--- src/rtl/core/first_fit_contiguous_slot_allocator_macros.svh ---
// ----------------------------------------------------------------------------
// first fit slot allocator assertion macros
// concurrent checks on one clock, disabled during reset
// ----------------------------------------------------------------------------
`ifndef FIRST_FIT_CONTIGUOUS_SLOT_ALLOCATOR_MACROS_SVH
`define FIRST_FIT_CONTIGUOUS_SLOT_ALLOCATOR_MACROS_SVH

// consequent checked in the same cycle as the antecedent
`define FCSA_ASSERT_SAME(label, clk, rst, ante, cons, msg) \
  label: assert property (@(posedge clk) disable iff (rst) (ante) |-> (cons)) \
    else $error(msg);

// consequent checked in the cycle after the antecedent
`define FCSA_ASSERT_NEXT(label, clk, rst, ante, cons, msg) \
  label: assert property (@(posedge clk) disable iff (rst) (ante) |=> (cons)) \
    else $error(msg);

`endif

--- src/rtl/core/fcsa_pkg.sv ---
// ----------------------------------------------------------------------------
// fcsa_pkg
// shared constants and types of the first fit slot allocator
// ----------------------------------------------------------------------------
`timescale 1ns / 1ps

package fcsa_pkg;

  localparam int SLOTS_DEFAULT = 256;

  // field widths
  localparam int RUN_LEN_W = 9;
  localparam int SLOT_W    = 8;
  localparam int LONG_W    = 9;
  localparam int REFUSE_W  = 16;
  localparam int CFG_W     = 9;

  // configuration port
  localparam int PADDR_W = 3;
  localparam int PDATA_W = 32;
  localparam logic REG_SLOTS_IN_USE = 1'b0;
  localparam logic [CFG_W-1:0] SLOTS_IN_USE_RESET = 9'd256;

  // action codes
  localparam logic ACT_ALLOC   = 1'b0;
  localparam logic ACT_RELEASE = 1'b1;

  // control of the shared run counter
  typedef struct packed {
    logic clear;
    logic step;
    logic free;
  } run_ctl_t;

endpackage

--- src/rtl/core/fcsa_run_unit.sv ---
// ----------------------------------------------------------------------------
// fcsa_run_unit
// shared free run counter: tracks current and longest free run, flags a fit
// ----------------------------------------------------------------------------
`timescale 1ns / 1ps

module fcsa_run_unit #(
  parameter int CW = 9,
  parameter int KW = 9
) (
  input  logic               clk,
  input  fcsa_pkg::run_ctl_t ctl,
  input  logic [KW-1:0]      k,
  output logic [CW-1:0]      cur,
  output logic [CW-1:0]      best,
  output logic               hit
);
  import fcsa_pkg::*;

  localparam int XW = (CW > KW) ? CW : KW;

  logic [CW-1:0] inc;

  assign inc = cur + CW'(1);
  assign hit = ctl.free && (XW'(inc) >= XW'(k));

  always_ff @(posedge clk) begin
    if (ctl.clear) begin
      cur  <= '0;
      best <= '0;
    end else if (ctl.step) begin
      if (ctl.free) begin
        cur <= inc;
        if (inc > best) begin
          best <= inc;
        end
      end else begin
        cur <= '0;
      end
    end
  end

endmodule

--- src/rtl/core/first_fit_contiguous_slot_allocator.sv ---
// allocate: a fit scan for the first free run of k slots (all managed slots when
// refused), k writes, a run scan and an output step; release: writes from first
// to last plus the run scan and output step; other requests take the run scan
// and output step alone (the scans cover the managed slots only)
// one request at a time; the slot map read one slot per cycle sets the scan
// rate, and a finished request is held at the output step while a result waits
// synchronous reset, then a clearing pass that marks every slot free
`timescale 1ns / 1ps
`include "first_fit_contiguous_slot_allocator_macros.svh"
// ----------------------------------------------------------------------------
// first_fit_contiguous_slot_allocator
// keeps a slot free map, grants first fit runs, frees slot ranges
// ----------------------------------------------------------------------------

module first_fit_contiguous_slot_allocator #(
  parameter int SLOTS = fcsa_pkg::SLOTS_DEFAULT
) (
  input  logic                           clk,
  input  logic                           rst,
  input  logic                           psel,
  input  logic                           penable,
  input  logic                           pwrite,
  input  logic [fcsa_pkg::PADDR_W-1:0]   paddr,
  input  logic [fcsa_pkg::PDATA_W-1:0]   pwdata,
  output logic [fcsa_pkg::PDATA_W-1:0]   prdata,
  output logic                           pready,
  input  logic                           in_valid,
  output logic                           in_ready,
  input  logic                           action,
  input  logic [fcsa_pkg::RUN_LEN_W-1:0] run_length,
  input  logic [fcsa_pkg::SLOT_W-1:0]    range_first,
  input  logic [fcsa_pkg::SLOT_W-1:0]    range_last,
  output logic                           out_valid,
  input  logic                           out_ready,
  output logic                           granted,
  output logic [fcsa_pkg::SLOT_W-1:0]    start_slot,
  output logic [fcsa_pkg::LONG_W-1:0]    longest_free_run,
  output logic [fcsa_pkg::REFUSE_W-1:0]  refusals
);
  import fcsa_pkg::*;

  localparam int AW = (SLOTS > 1) ? $clog2(SLOTS) : 1;
  localparam int CW = $clog2(SLOTS + 1);
  localparam int XW = (CW > RUN_LEN_W) ? CW : RUN_LEN_W;
  localparam logic [XW-1:0] SLOTS_X = XW'(SLOTS);

  typedef enum logic [2:0] {
    ST_CLEAR,
    ST_IDLE,
    ST_FIT,
    ST_WRITE,
    ST_LONG,
    ST_DONE
  } state_t;

  state_t                state;
  logic [CFG_W-1:0]      slots_in_use;
  logic [RUN_LEN_W-1:0]  req_k;
  logic [AW-1:0]         wr_idx;
  logic [AW-1:0]         wend;
  logic                  wval;
  logic [CW-1:0]         scan_idx;
  logic                  proc_vld;
  logic [AW-1:0]         proc_idx;
  logic                  res_granted;
  logic [SLOT_W-1:0]     res_start;
  logic [REFUSE_W-1:0]   refusal_count;

  logic                  mem [SLOTS];
  logic                  mem_we;
  logic                  mem_wdata;
  logic [AW-1:0]         rd_addr;
  logic                  rd_data;

  logic [XW-1:0]         cfg_x;
  logic [XW-1:0]         n_x;
  logic                  scanning;
  logic                  issue;
  logic                  scan_end;
  logic                  cfg_wr;
  logic [XW-1:0]         start_x;

  run_ctl_t              run_ctl;
  logic [CW-1:0]         run_cur;
  logic [CW-1:0]         run_best;
  logic                  run_hit;

  // managed count, clamped to the map size
  assign cfg_x = XW'(slots_in_use);
  assign n_x   = (cfg_x > SLOTS_X) ? SLOTS_X : cfg_x;

  assign scanning = (state == ST_FIT) || (state == ST_LONG);
  assign issue    = scanning && (XW'(scan_idx) < n_x);
  assign scan_end = !proc_vld && !issue;
  assign start_x  = XW'(proc_idx) + XW'(1) - XW'(req_k);

  assign in_ready = (state == ST_IDLE);
  assign pready   = 1'b1;
  assign cfg_wr   = psel && penable && pwrite && (paddr[PADDR_W-1] == REG_SLOTS_IN_USE);
  assign prdata   = (paddr[PADDR_W-1] == REG_SLOTS_IN_USE) ? PDATA_W'(slots_in_use) : '0;

  // slot map, 1 = free
  assign mem_we    = (state == ST_CLEAR) || (state == ST_WRITE);
  assign mem_wdata = (state == ST_CLEAR) ? 1'b1 : wval;
  assign rd_addr   = scan_idx[AW-1:0];

  always_ff @(posedge clk) begin
    if (mem_we) begin
      mem[wr_idx] <= mem_wdata;
    end
    rd_data <= mem[rd_addr];
  end

  // counters restart before each scan, longest run held while the result waits
  assign run_ctl.clear = ((state != ST_DONE) && !scanning) || ((state == ST_FIT) && scan_end);
  assign run_ctl.step  = scanning && proc_vld;
  assign run_ctl.free  = rd_data;

  fcsa_run_unit #(
    .CW (CW),
    .KW (RUN_LEN_W)
  ) u_run (
    .clk  (clk),
    .ctl  (run_ctl),
    .k    (req_k),
    .cur  (run_cur),
    .best (run_best),
    .hit  (run_hit)
  );

  always_ff @(posedge clk) begin
    if (rst) begin
      state         <= ST_CLEAR;
      slots_in_use  <= SLOTS_IN_USE_RESET;
      wr_idx        <= '0;
      scan_idx      <= '0;
      proc_vld      <= 1'b0;
      refusal_count <= '0;
      out_valid     <= 1'b0;
    end else begin
      if (cfg_wr) begin
        slots_in_use <= pwdata[CFG_W-1:0];
      end
      if (out_valid && out_ready && (state != ST_DONE)) begin
        out_valid <= 1'b0;
      end
      case (state)
        ST_CLEAR: begin
          if (wr_idx == AW'(SLOTS - 1)) begin
            wr_idx <= '0;
            state  <= ST_IDLE;
          end else begin
            wr_idx <= wr_idx + AW'(1);
          end
        end
        ST_IDLE: begin
          if (in_valid) begin
            req_k    <= run_length;
            scan_idx <= '0;
            proc_vld <= 1'b0;
            if (action == ACT_ALLOC) begin
              res_granted <= 1'b0;
              res_start   <= '0;
              if (run_length != '0) begin
                state <= ST_FIT;
              end else begin
                state <= ST_LONG;
              end
            end else if ((range_first <= range_last) && (XW'(range_last) < n_x)) begin
              wr_idx      <= AW'(XW'(range_first));
              wend        <= AW'(XW'(range_last));
              wval        <= 1'b1;
              res_granted <= 1'b1;
              res_start   <= '0;
              state       <= ST_WRITE;
            end else begin
              res_granted <= 1'b0;
              res_start   <= '0;
              state       <= ST_LONG;
            end
          end
        end
        ST_FIT: begin
          if (proc_vld && run_hit) begin
            // run ends at the slot just read
            wr_idx      <= start_x[AW-1:0];
            wend        <= proc_idx;
            wval        <= 1'b0;
            res_granted <= 1'b1;
            res_start   <= start_x[SLOT_W-1:0];
            proc_vld    <= 1'b0;
            state       <= ST_WRITE;
          end else begin
            proc_vld <= issue;
            proc_idx <= scan_idx[AW-1:0];
            if (issue) begin
              scan_idx <= scan_idx + CW'(1);
            end else if (scan_end) begin
              if (refusal_count != '1) begin
                refusal_count <= refusal_count + REFUSE_W'(1);
              end
              scan_idx <= '0;
              state    <= ST_LONG;
            end
          end
        end
        ST_WRITE: begin
          wr_idx <= wr_idx + AW'(1);
          if (wr_idx == wend) begin
            scan_idx <= '0;
            proc_vld <= 1'b0;
            state    <= ST_LONG;
          end
        end
        ST_LONG: begin
          proc_vld <= issue;
          proc_idx <= scan_idx[AW-1:0];
          if (issue) begin
            scan_idx <= scan_idx + CW'(1);
          end
          if (scan_end) begin
            state <= ST_DONE;
          end
        end
        ST_DONE: begin
          if (!out_valid || out_ready) begin
            granted          <= res_granted;
            start_slot       <= res_start;
            longest_free_run <= LONG_W'(run_best);
            refusals         <= refusal_count;
            out_valid        <= 1'b1;
            state            <= ST_IDLE;
          end
        end
        default: begin
          state <= ST_IDLE;
        end
      endcase
    end
  end

  `FCSA_ASSERT_NEXT(a_busy_after_request, clk, rst, in_valid && in_ready, !in_ready, "ready right after request")
  `FCSA_ASSERT_SAME(a_write_in_range, clk, rst, state == ST_WRITE, wr_idx <= wend, "write ran past range end")
  `FCSA_ASSERT_SAME(a_best_covers_cur, clk, rst, 1'b1, run_best >= run_cur, "longest run below current run")
  `FCSA_ASSERT_SAME(a_refusals_monotonic, clk, rst, !$past(rst), refusal_count >= $past(refusal_count), "refusal count went down")

endmodule
--- config.mk ---
export PLATFORM = sky130hd
export DESIGN_NAME = first_fit_contiguous_slot_allocator
export DESIGN_NICKNAME = d
export VERILOG_FILES = /design/src/rtl/core/fcsa_pkg.sv /design/src/rtl/core/fcsa_run_unit.sv /design/src/rtl/core/first_fit_contiguous_slot_allocator.sv
export VERILOG_INCLUDE_DIRS = /design/src /design/src/rtl/core
export SDC_FILE = /design/constraint.sdc
export NUM_CORES = 1
export LEC_CHECK = 0
export BUFFER_PORTS_ARGS = -buffer_cell sky130_fd_sc_hd__buf_2
export CAP_MARGIN = 20
export CORE_UTILIZATION = 45
export DETAILED_ROUTE_END_ITERATION = 8
export PLACE_DENSITY_LB_ADDON = 0.12
export SETUP_SLACK_MARGIN = 0.05
export SLEW_MARGIN = 20
export SYNTH_ARGS = -nofsm -noshare
export SYNTH_HDL_FRONTEND = slang
export SYNTH_HIERARCHICAL = 1
export SYNTH_SLANG_ARGS = --single-unit
--- constraint.sdc ---
create_clock -name clk -period 19 [get_ports clk]
set_clock_uncertainty 0.2 [all_clocks]
set_input_delay 0.95 -clock clk [delete_from_list [all_inputs] [get_ports clk]]
set_output_delay 0.95 -clock clk [all_outputs]
set_load 0.005 [all_outputs]
# After elaboration in Yosys (flattened, before gate mapping)
# Memory sizes are Yosys's and may differ from the RTL's. A register that Yosys moved wholly into a read port is not among the register bits.
# Cells that the tools add are included.
[word_totals] register_bits=134 mem_bits_rw=256 inputBits=68 output_inout_bits=69 memories=1
[classes] n_addsub=6 magnitude_cmp=6 n_eq_ne=22 n_mux=57 bitwise=4 reduce_logical=38
[memory_table] name="mem" depth=256 word_bits=1 rd=1 rd_clocked_by_memory_dff=1 wr=1 line="first_fit_contiguous_slot_allocator.sv:69" text="logic mem [SLOTS];"
[ops] cell="$mux W8" count=11
[ops] cell="$mux W9" count=9
[ops] cell="$pmux W8 S2" count=3
[ops] cell="$pmux W9 S4" count=1
[ops] cell="$mux W3" count=11
[ops] cell="$pmux W8 S4" count=1
[ops] cell="$add A9 B1 Y9 const B" count=2
[ops] cell="$pmux W3 S6" count=1
[ops] cell="$mux W1" count=17
[ops] cell="$add A16 B1 Y16 const B" count=1
[ops] cell="$add A8 B1 Y8 const B" count=2
[ops] cell="$ne A16 B16 Y1 const B" count=1
[ops] cell="$reduce_and A3 Y1" count=5
[ops] cell="$logic_and A1 B1 Y1" count=13
[ops] cell="$reduce_and A6 Y1" count=2
[ops] cell="$ne A2 B1 Y1 const B" count=5
[ops] cell="$ne A2 B2 Y1 const B" count=5
[ops] cell="$reduce_and A5 Y1" count=2
[ops] cell="$ge A9 B9 Y1" count=1
[ops] cell="$gt A9 B9 Y1" count=1
[ops] cell="$gt A9 B9 Y1 const B" count=1
[ops] cell="$lt A8 B9 Y1" count=1
[ops] cell="$lt A9 B9 Y1" count=1
[ops] cell="$reduce_bool A9 Y1" count=1
[ops] cell="19 further kinds" count=35

# Depth between registers and ports, before layout
[logic_depth] depth_word=10 ltp_mapped=15

# Modules after synthesis
# The synthesis kept the hierarchy.
[by_module_without_submodules] module="first_fit_contiguous_slot_allocator" n_inst=1 cells_per_inst=1391 area_per_inst_um2=17146.4 seq_area_each_um2=10720.3
[by_module_without_submodules] module="fcsa_run_unit" n_inst=1 cells_per_inst=159 area_per_inst_um2=1297.5 seq_area_each_um2=360.3

# Worst setup path before layout
# OpenSTA, ideal clock, no wires.
[synth_path] path_kind="flip-flop to flip-flop" start="reg state[1]" end="mem mem[0], data pin" setup_time_ns=1.503 arrival_time_ns=7.290 required_ns=17.297 setup_slack_ns=10.006 stages_incl_launch_ff=4 n_path_buf=1 period_less_slack_ns=8.994 cell_sequence="dfxtp_1 clkbuf_1 or2_2 o21bai_1"
[synth_via] elab_chain_len=2
[synth_rtl] item="start, declared" line="first_fit_contiguous_slot_allocator.sv:56" text="state_t state;"
[synth_rtl] item="start signal, assigned" line="first_fit_contiguous_slot_allocator.sv:133" text="state <= ST_CLEAR;"
[synth_rtl] item="start signal, assigned" line="first_fit_contiguous_slot_allocator.sv:151" text="state <= ST_IDLE;"
[synth_rtl] item="start signal, assigned" line="first_fit_contiguous_slot_allocator.sv:165" text="state <= ST_FIT;"
[synth_rtl] item="$logic_not A3 Y1" line="first_fit_contiguous_slot_allocator.sv:104" text="assign mem_wdata = (state == ST_CLEAR) ? 1'b1 : wval;"
[synth_rtl] item="$mux W1" line="first_fit_contiguous_slot_allocator.sv:104"
[synth_rtl] item="named net mem_wdata" line="first_fit_contiguous_slot_allocator.sv:71" text="logic mem_wdata;"
[synth_rtl] item="end, declared" line="first_fit_contiguous_slot_allocator.sv:69"
# The timed path passes the listed nets, and every way through them passes these cells.

# Worst setup path after layout
[layout_path] start="reg u_run.cur[0]" end="reg proc_idx[6] (enable)"
[layout_via] elab_chain_len=6
[layout_rtl] item="start, declared" line="fcsa_run_unit.sv:14" text="output logic [CW-1:0] cur,"
[layout_rtl] item="start signal, assigned" line="fcsa_run_unit.sv:33" text="cur <= inc;"
[layout_rtl] item="$add A9 B1 Y9" line="fcsa_run_unit.sv:24" text="assign inc = cur + CW'(1);"
[layout_rtl] item="named net u_run.inc[6]" line="fcsa_run_unit.sv:22" text="logic [CW-1:0] inc;"
[layout_rtl] item="$ge A9 B9 Y1" line="fcsa_run_unit.sv:25" text="assign hit = ctl.free && (XW'(inc) >= XW'(k));"
[layout_rtl] item="$logic_and A1 B1 Y1" line="fcsa_run_unit.sv:25"
[layout_rtl] item="named net run_hit" line="first_fit_contiguous_slot_allocator.sv:86" text="logic run_hit;"
[layout_rtl] item="$logic_and A1 B1 Y1" line="first_fit_contiguous_slot_allocator.sv:184" text="if (proc_vld && run_hit) begin"
[layout_rtl] item="$ne A2 B2 Y1 (no line)"
[layout_rtl] item="$reduce_and A3 Y1 (no line)"
[layout_rtl] item="end signal, assigned" line="first_fit_contiguous_slot_allocator.sv:195" text="proc_idx <= scan_idx[AW-1:0];"
[layout_rtl] item="end signal, assigned" line="first_fit_contiguous_slot_allocator.sv:217" text="proc_idx <= scan_idx[AW-1:0];"
[layout_rtl] item="end, declared" line="first_fit_contiguous_slot_allocator.sv:64" text="logic [AW-1:0] proc_idx;"
# The timed path passes the listed nets, and every way through them passes these cells.
# A chain may end at the register's enable or synchronous reset.

==> parameters.txt <==
Parameter                              Value

Routing
  DRC marker count from the first detailed-route iteration    about 950
  DRC Markers    0
  Post-DRT Antenna Nets    0
  Router iterations before antenna repair    5
  Count of vias placed by the detailed router    12.3k
  Total detailed-routing wirelength    ~46,000 um
  Via density per instance    ~5.7
  Detail-routed net length per standard cell    between 20 and 25 um

Worst hold path
  Path category of the worst min-delay check    reg2reg

Power and ir drop
  Static leakage    slightly below 0.007 uW
  Power density over the cells    ~110 nW/um2
  Worst vdd ir    0.0000687 V

Yosys
  Instance count of the mapped netlist    1,550
  Number of enable-type register cells in the synthesized netlist    325
  Synth Flop Type    sky130_fd_sc_hd__edfxtp_1
  Per-instance average area after synthesis    roughly 12 um2
  Syn. warnings    6
  Synth Register Bits    391
  Unique masters post-synth    78
  Sequential share of the synthesized area    0.601
  Netlist Area Pre-Place    around 18,000 um2
  Asr flop ratio synth    0

Timing
  Relative max-transition margin    0.253
  Worst Max-Slew Pin Slew    ~1.1 ns
  Min cycle time layout    4.45 ns
  Final critical-path share of the clock period    0.234
  TNS Setup    0 ns
  Number of max-slew violations in the final report    0
  Maximum clock frequency    ~220 MHz
  Setup-failing EPs final    0
  Post-route worst hold slack    around 0.22 ns
  RSZ-0062 raised after global routing    no
  Number of hold violations in the final report    0

Clock tree
  Hold bufs inserted after CTS    0
  Post-CTS Resized    0
  TritonCTS Buffers    44
  Clock insertion delay at the later pin of the skew report    0.60 ns
  Count of clock tree sinks    just under 400
  Reg clk slew, reported paths    roughly 0.060 ns
  Post-CTS setup buffer count    0
  Htree depth    2
  Clock tree from TritonCTS    built
  Max clock buf depth    3
  Cell at the root of the clock tree    sky130_fd_sc_hd__clkbuf_16

GRT
  Largest net degree at the start of global routing    133
  Number of global-route vias before repair    around 12k
  GR Util All Layers    0.225
  Global-route wire length before repair    ~70,000 um
  Global route total overflow    0
  Number of antenna violations at the first check in global routing    0

Die
  Floorplan die width    204 um
  Die Outline Area    approximately 42,000 um2
  Row count    73
  Number of placed I/O pins    approximately 140
  Floorplan die height    just over 200 um
  Core area    roughly 40,000 um2
  Starting utilization of the core area    0.460

Finish
  Multi-input combinational cell area    around 6700 um2
  Diodes inserted    0
  Sequential Area    between 10,000 and 15,000 um2
  Share of final-layout standard cells stronger than drive strength 1    0.146
  Nets    between 1.5k and 2k
  Layout Area Growth over Synthesis    12.0%
  Fill count    roughly 3.6k
  Final core occ    0.515

Setup path
  Type of the worst setup path    reg2reg
  Critical Path Source Type    flip-flop
  Peak fanout along the critical path    8
  Critical path data arrival time    approximately 4.4 ns
  Worst path required time    between 15 and 20 ns
  Critical path endpoint category    flip-flop

Placement
  Placer's final routability congestion estimate    roughly 0.86
  Estimated wirelength of the detail-placed design    just under 30,000 um
  Count of buffers from port buffering    between 80 and 90

Job
  Total of max-cap violations    0

Outcome
  Outcome    finished clean
[kinds of logic after synthesis]
logic type               after synthesis  synth area share
AO/OA/AOI/OAI                        218            0.0777
flip-flops                           391             0.601
other                                  2          0.000407
AND/OR/NAND/NOR                      574             0.138
adder cells (fa/ha/maj)               62            0.0425
multiplexers                          88            0.0770
XOR/XNOR                              47            0.0223
buffers and inverters                168            0.0415
[stage by stage]
step | setup WS, ns | total power [uW] | cell area [um2] | cells
floorplan | 10.01 | 1320 | 18500 | 1572
global placement | 14.60 | 1430 | 19200 | 2090
detailed placement | 14.55 | 1440 | 19300 | 2090
CTS | 14.54 | 2260 | 20600 | 2169
global route | 14.17 | 2330 | 20700 | 2169
finish | 14.55 | 2240 | 20700 | 2169
[worst max-delay path, stage by stage (launching register included)]
cell,delay [ns]
sky130_fd_sc_hd__dfxtp_1,0.53
sky130_fd_sc_hd__ha_1,0.30
sky130_fd_sc_hd__nand3_2,0.16
sky130_fd_sc_hd__nor2_1,0.19
sky130_fd_sc_hd__xor2_1,0.35
sky130_fd_sc_hd__ha_1,0.32
sky130_fd_sc_hd__and3_1,0.19
sky130_fd_sc_hd__a2111oi_0,0.44
sky130_fd_sc_hd__o22ai_1,0.24
sky130_fd_sc_hd__nand2_1,0.21
sky130_fd_sc_hd__a21oi_1,0.11
sky130_fd_sc_hd__nor3_1,0.82
[final cells by class]
| cell class | instances | share of cell area |
|---|---|---|
| flip-flops and latches | 391 | 0.537 |
| multi-input cells | 1013 | 0.325 |
| clock buffers | 57 | 0.0582 |
| well taps | 525 | 0.0318 |
| repair buffers | 110 | 0.0296 |
| inverters | 51 | 0.00927 |
| clock inverters | 22 | 0.00890 |
[power by group]
group	leakage (uW)	internal, uW	switching [uW]	total (uW)
combinational	0.00269	139	254	393
clock	0.000675	475	348	823
sequential	0.00340	975	52.3	1030
total	0.00677	1590	654	2240
[cells in the mapped netlist, types with 3 or more instances]
master	number	area share
sky130_fd_sc_hd__nand3b_1	3	0.0012
sky130_fd_sc_hd__buf_1	6	0.0012
sky130_fd_sc_hd__inv_1	49	0.010
sky130_fd_sc_hd__nand3_1	49	0.013
sky130_fd_sc_hd__or2_2	4	0.0014
sky130_fd_sc_hd__a221oi_1	9	0.0043
sky130_fd_sc_hd__o2111ai_1	3	0.0014
sky130_fd_sc_hd__xnor2_1	30	0.014
sky130_fd_sc_hd__nand2_1	84	0.017
sky130_fd_sc_hd__a22oi_1	6	0.0024
sky130_fd_sc_hd__o31ai_1	5	0.0020
sky130_fd_sc_hd__nor2_1	317	0.065
sky130_fd_sc_hd__nor2b_1	22	0.0075
sky130_fd_sc_hd__xor2_1	17	0.0081
sky130_fd_sc_hd__buf_4	29	0.012
sky130_fd_sc_hd__and2_1	7	0.0024
sky130_fd_sc_hd__nor4_1	8	0.0027
sky130_fd_sc_hd__nand2b_1	11	0.0037
sky130_fd_sc_hd__o221ai_1	5	0.0024
sky130_fd_sc_hd__nor3b_1	3	0.0012
sky130_fd_sc_hd__and3_1	8	0.0027
sky130_fd_sc_hd__mux2i_1	44	0.024
sky130_fd_sc_hd__a22o_1	3	0.0014
sky130_fd_sc_hd__a21o_1	10	0.0041
sky130_fd_sc_hd__nand4_1	17	0.0058
sky130_fd_sc_hd__o211ai_1	7	0.0028
sky130_fd_sc_hd__dfxtp_1	66	0.072
sky130_fd_sc_hd__buf_2	9	0.0024
sky130_fd_sc_hd__mux4_2	43	0.053
sky130_fd_sc_hd__a211oi_1	13	0.0053
sky130_fd_sc_hd__a31oi_1	3	0.0010
sky130_fd_sc_hd__clkbuf_1	71	0.014
sky130_fd_sc_hd__o22ai_1	14	0.0047
sky130_fd_sc_hd__nor3_1	27	0.0073
sky130_fd_sc_hd__edfxtp_1	325	0.53
sky130_fd_sc_hd__a21oi_1	72	0.020
sky130_fd_sc_hd__o21ai_0	37	0.010
sky130_fd_sc_hd__ha_1	61	0.041
[worst paths after layout]
path,slack [ns],endpoint,cells after the start,start
min,0.22,start_slot[2]$_DFFE_PP_,0,res_start[2]$_SDFFCE_PN0P_
min reg2reg,0.22,start_slot[2]$_DFFE_PP_,0,res_start[2]$_SDFFCE_PN0P_
max reg2reg,14.55,proc_idx[6]$_DFFE_PP_,11,u_run/cur[0]$_SDFFE_PP0P_
max,14.55,proc_idx[6]$_DFFE_PP_,11,u_run/cur[0]$_SDFFE_PP0P_
[sequential cells by signal, summed over array words and instances (netlist names), 3 cells and up]
register,flops
cfg_x,9
longest_free_run,9
mem,256
proc_idx,8
refusal_count,16
refusals,16
req_k,9
res_start,8
scan_idx,9
start_slot,8
state,3
u_run/best,9
u_run/cur,9
wend,8
wr_idx,8
[layer usage]
layer	routed length (um)	part of all wire	vias to the layer above	track usage
met5	0	0	-	0
met3	2540	0.055	88	0.0368
met4	1570	0.034	0	0.0917
met2	21600	0.47	354	0.363
li1	-	-	5737	-
met1	20500	0.44	6085	0.302
[cells in the final DEF, fill, tap and decap left out, types with 4 or more instances in the layout]
cell / n
sky130_fd_sc_hd__mux2i_1: 44
sky130_fd_sc_hd__edfxtp_1: 325
sky130_fd_sc_hd__buf_2: 87
sky130_fd_sc_hd__a221oi_1: 9
sky130_fd_sc_hd__clkinv_1: 11
sky130_fd_sc_hd__a211oi_1: 13
sky130_fd_sc_hd__nor2_1: 317
sky130_fd_sc_hd__ha_1: 61
sky130_fd_sc_hd__xnor2_1: 30
sky130_fd_sc_hd__inv_1: 49
sky130_fd_sc_hd__mux4_2: 43
sky130_fd_sc_hd__o221ai_1: 5
sky130_fd_sc_hd__nand3_1: 47
sky130_fd_sc_hd__xor2_1: 17
sky130_fd_sc_hd__o31ai_1: 4
sky130_fd_sc_hd__buf_4: 22
sky130_fd_sc_hd__clkbuf_16: 46
sky130_fd_sc_hd__nor4_1: 7
sky130_fd_sc_hd__a21oi_1: 71
sky130_fd_sc_hd__clkinv_2: 7
sky130_fd_sc_hd__clkbuf_1: 10
sky130_fd_sc_hd__and2_1: 7
sky130_fd_sc_hd__nor3_1: 27
sky130_fd_sc_hd__conb_1: 24
sky130_fd_sc_hd__nand4_1: 17
sky130_fd_sc_hd__o22ai_1: 14
sky130_fd_sc_hd__nand2_1: 84
sky130_fd_sc_hd__nand2b_1: 11
sky130_fd_sc_hd__a22oi_1: 6
sky130_fd_sc_hd__a21o_1: 10
sky130_fd_sc_hd__or2_2: 4
sky130_fd_sc_hd__o21ai_0: 36
sky130_fd_sc_hd__nor2b_1: 22
sky130_fd_sc_hd__o211ai_1: 7
sky130_fd_sc_hd__dfxtp_1: 64
sky130_fd_sc_hd__and3_1: 8
No activity file was read; power rests on OpenSTA's default activity.
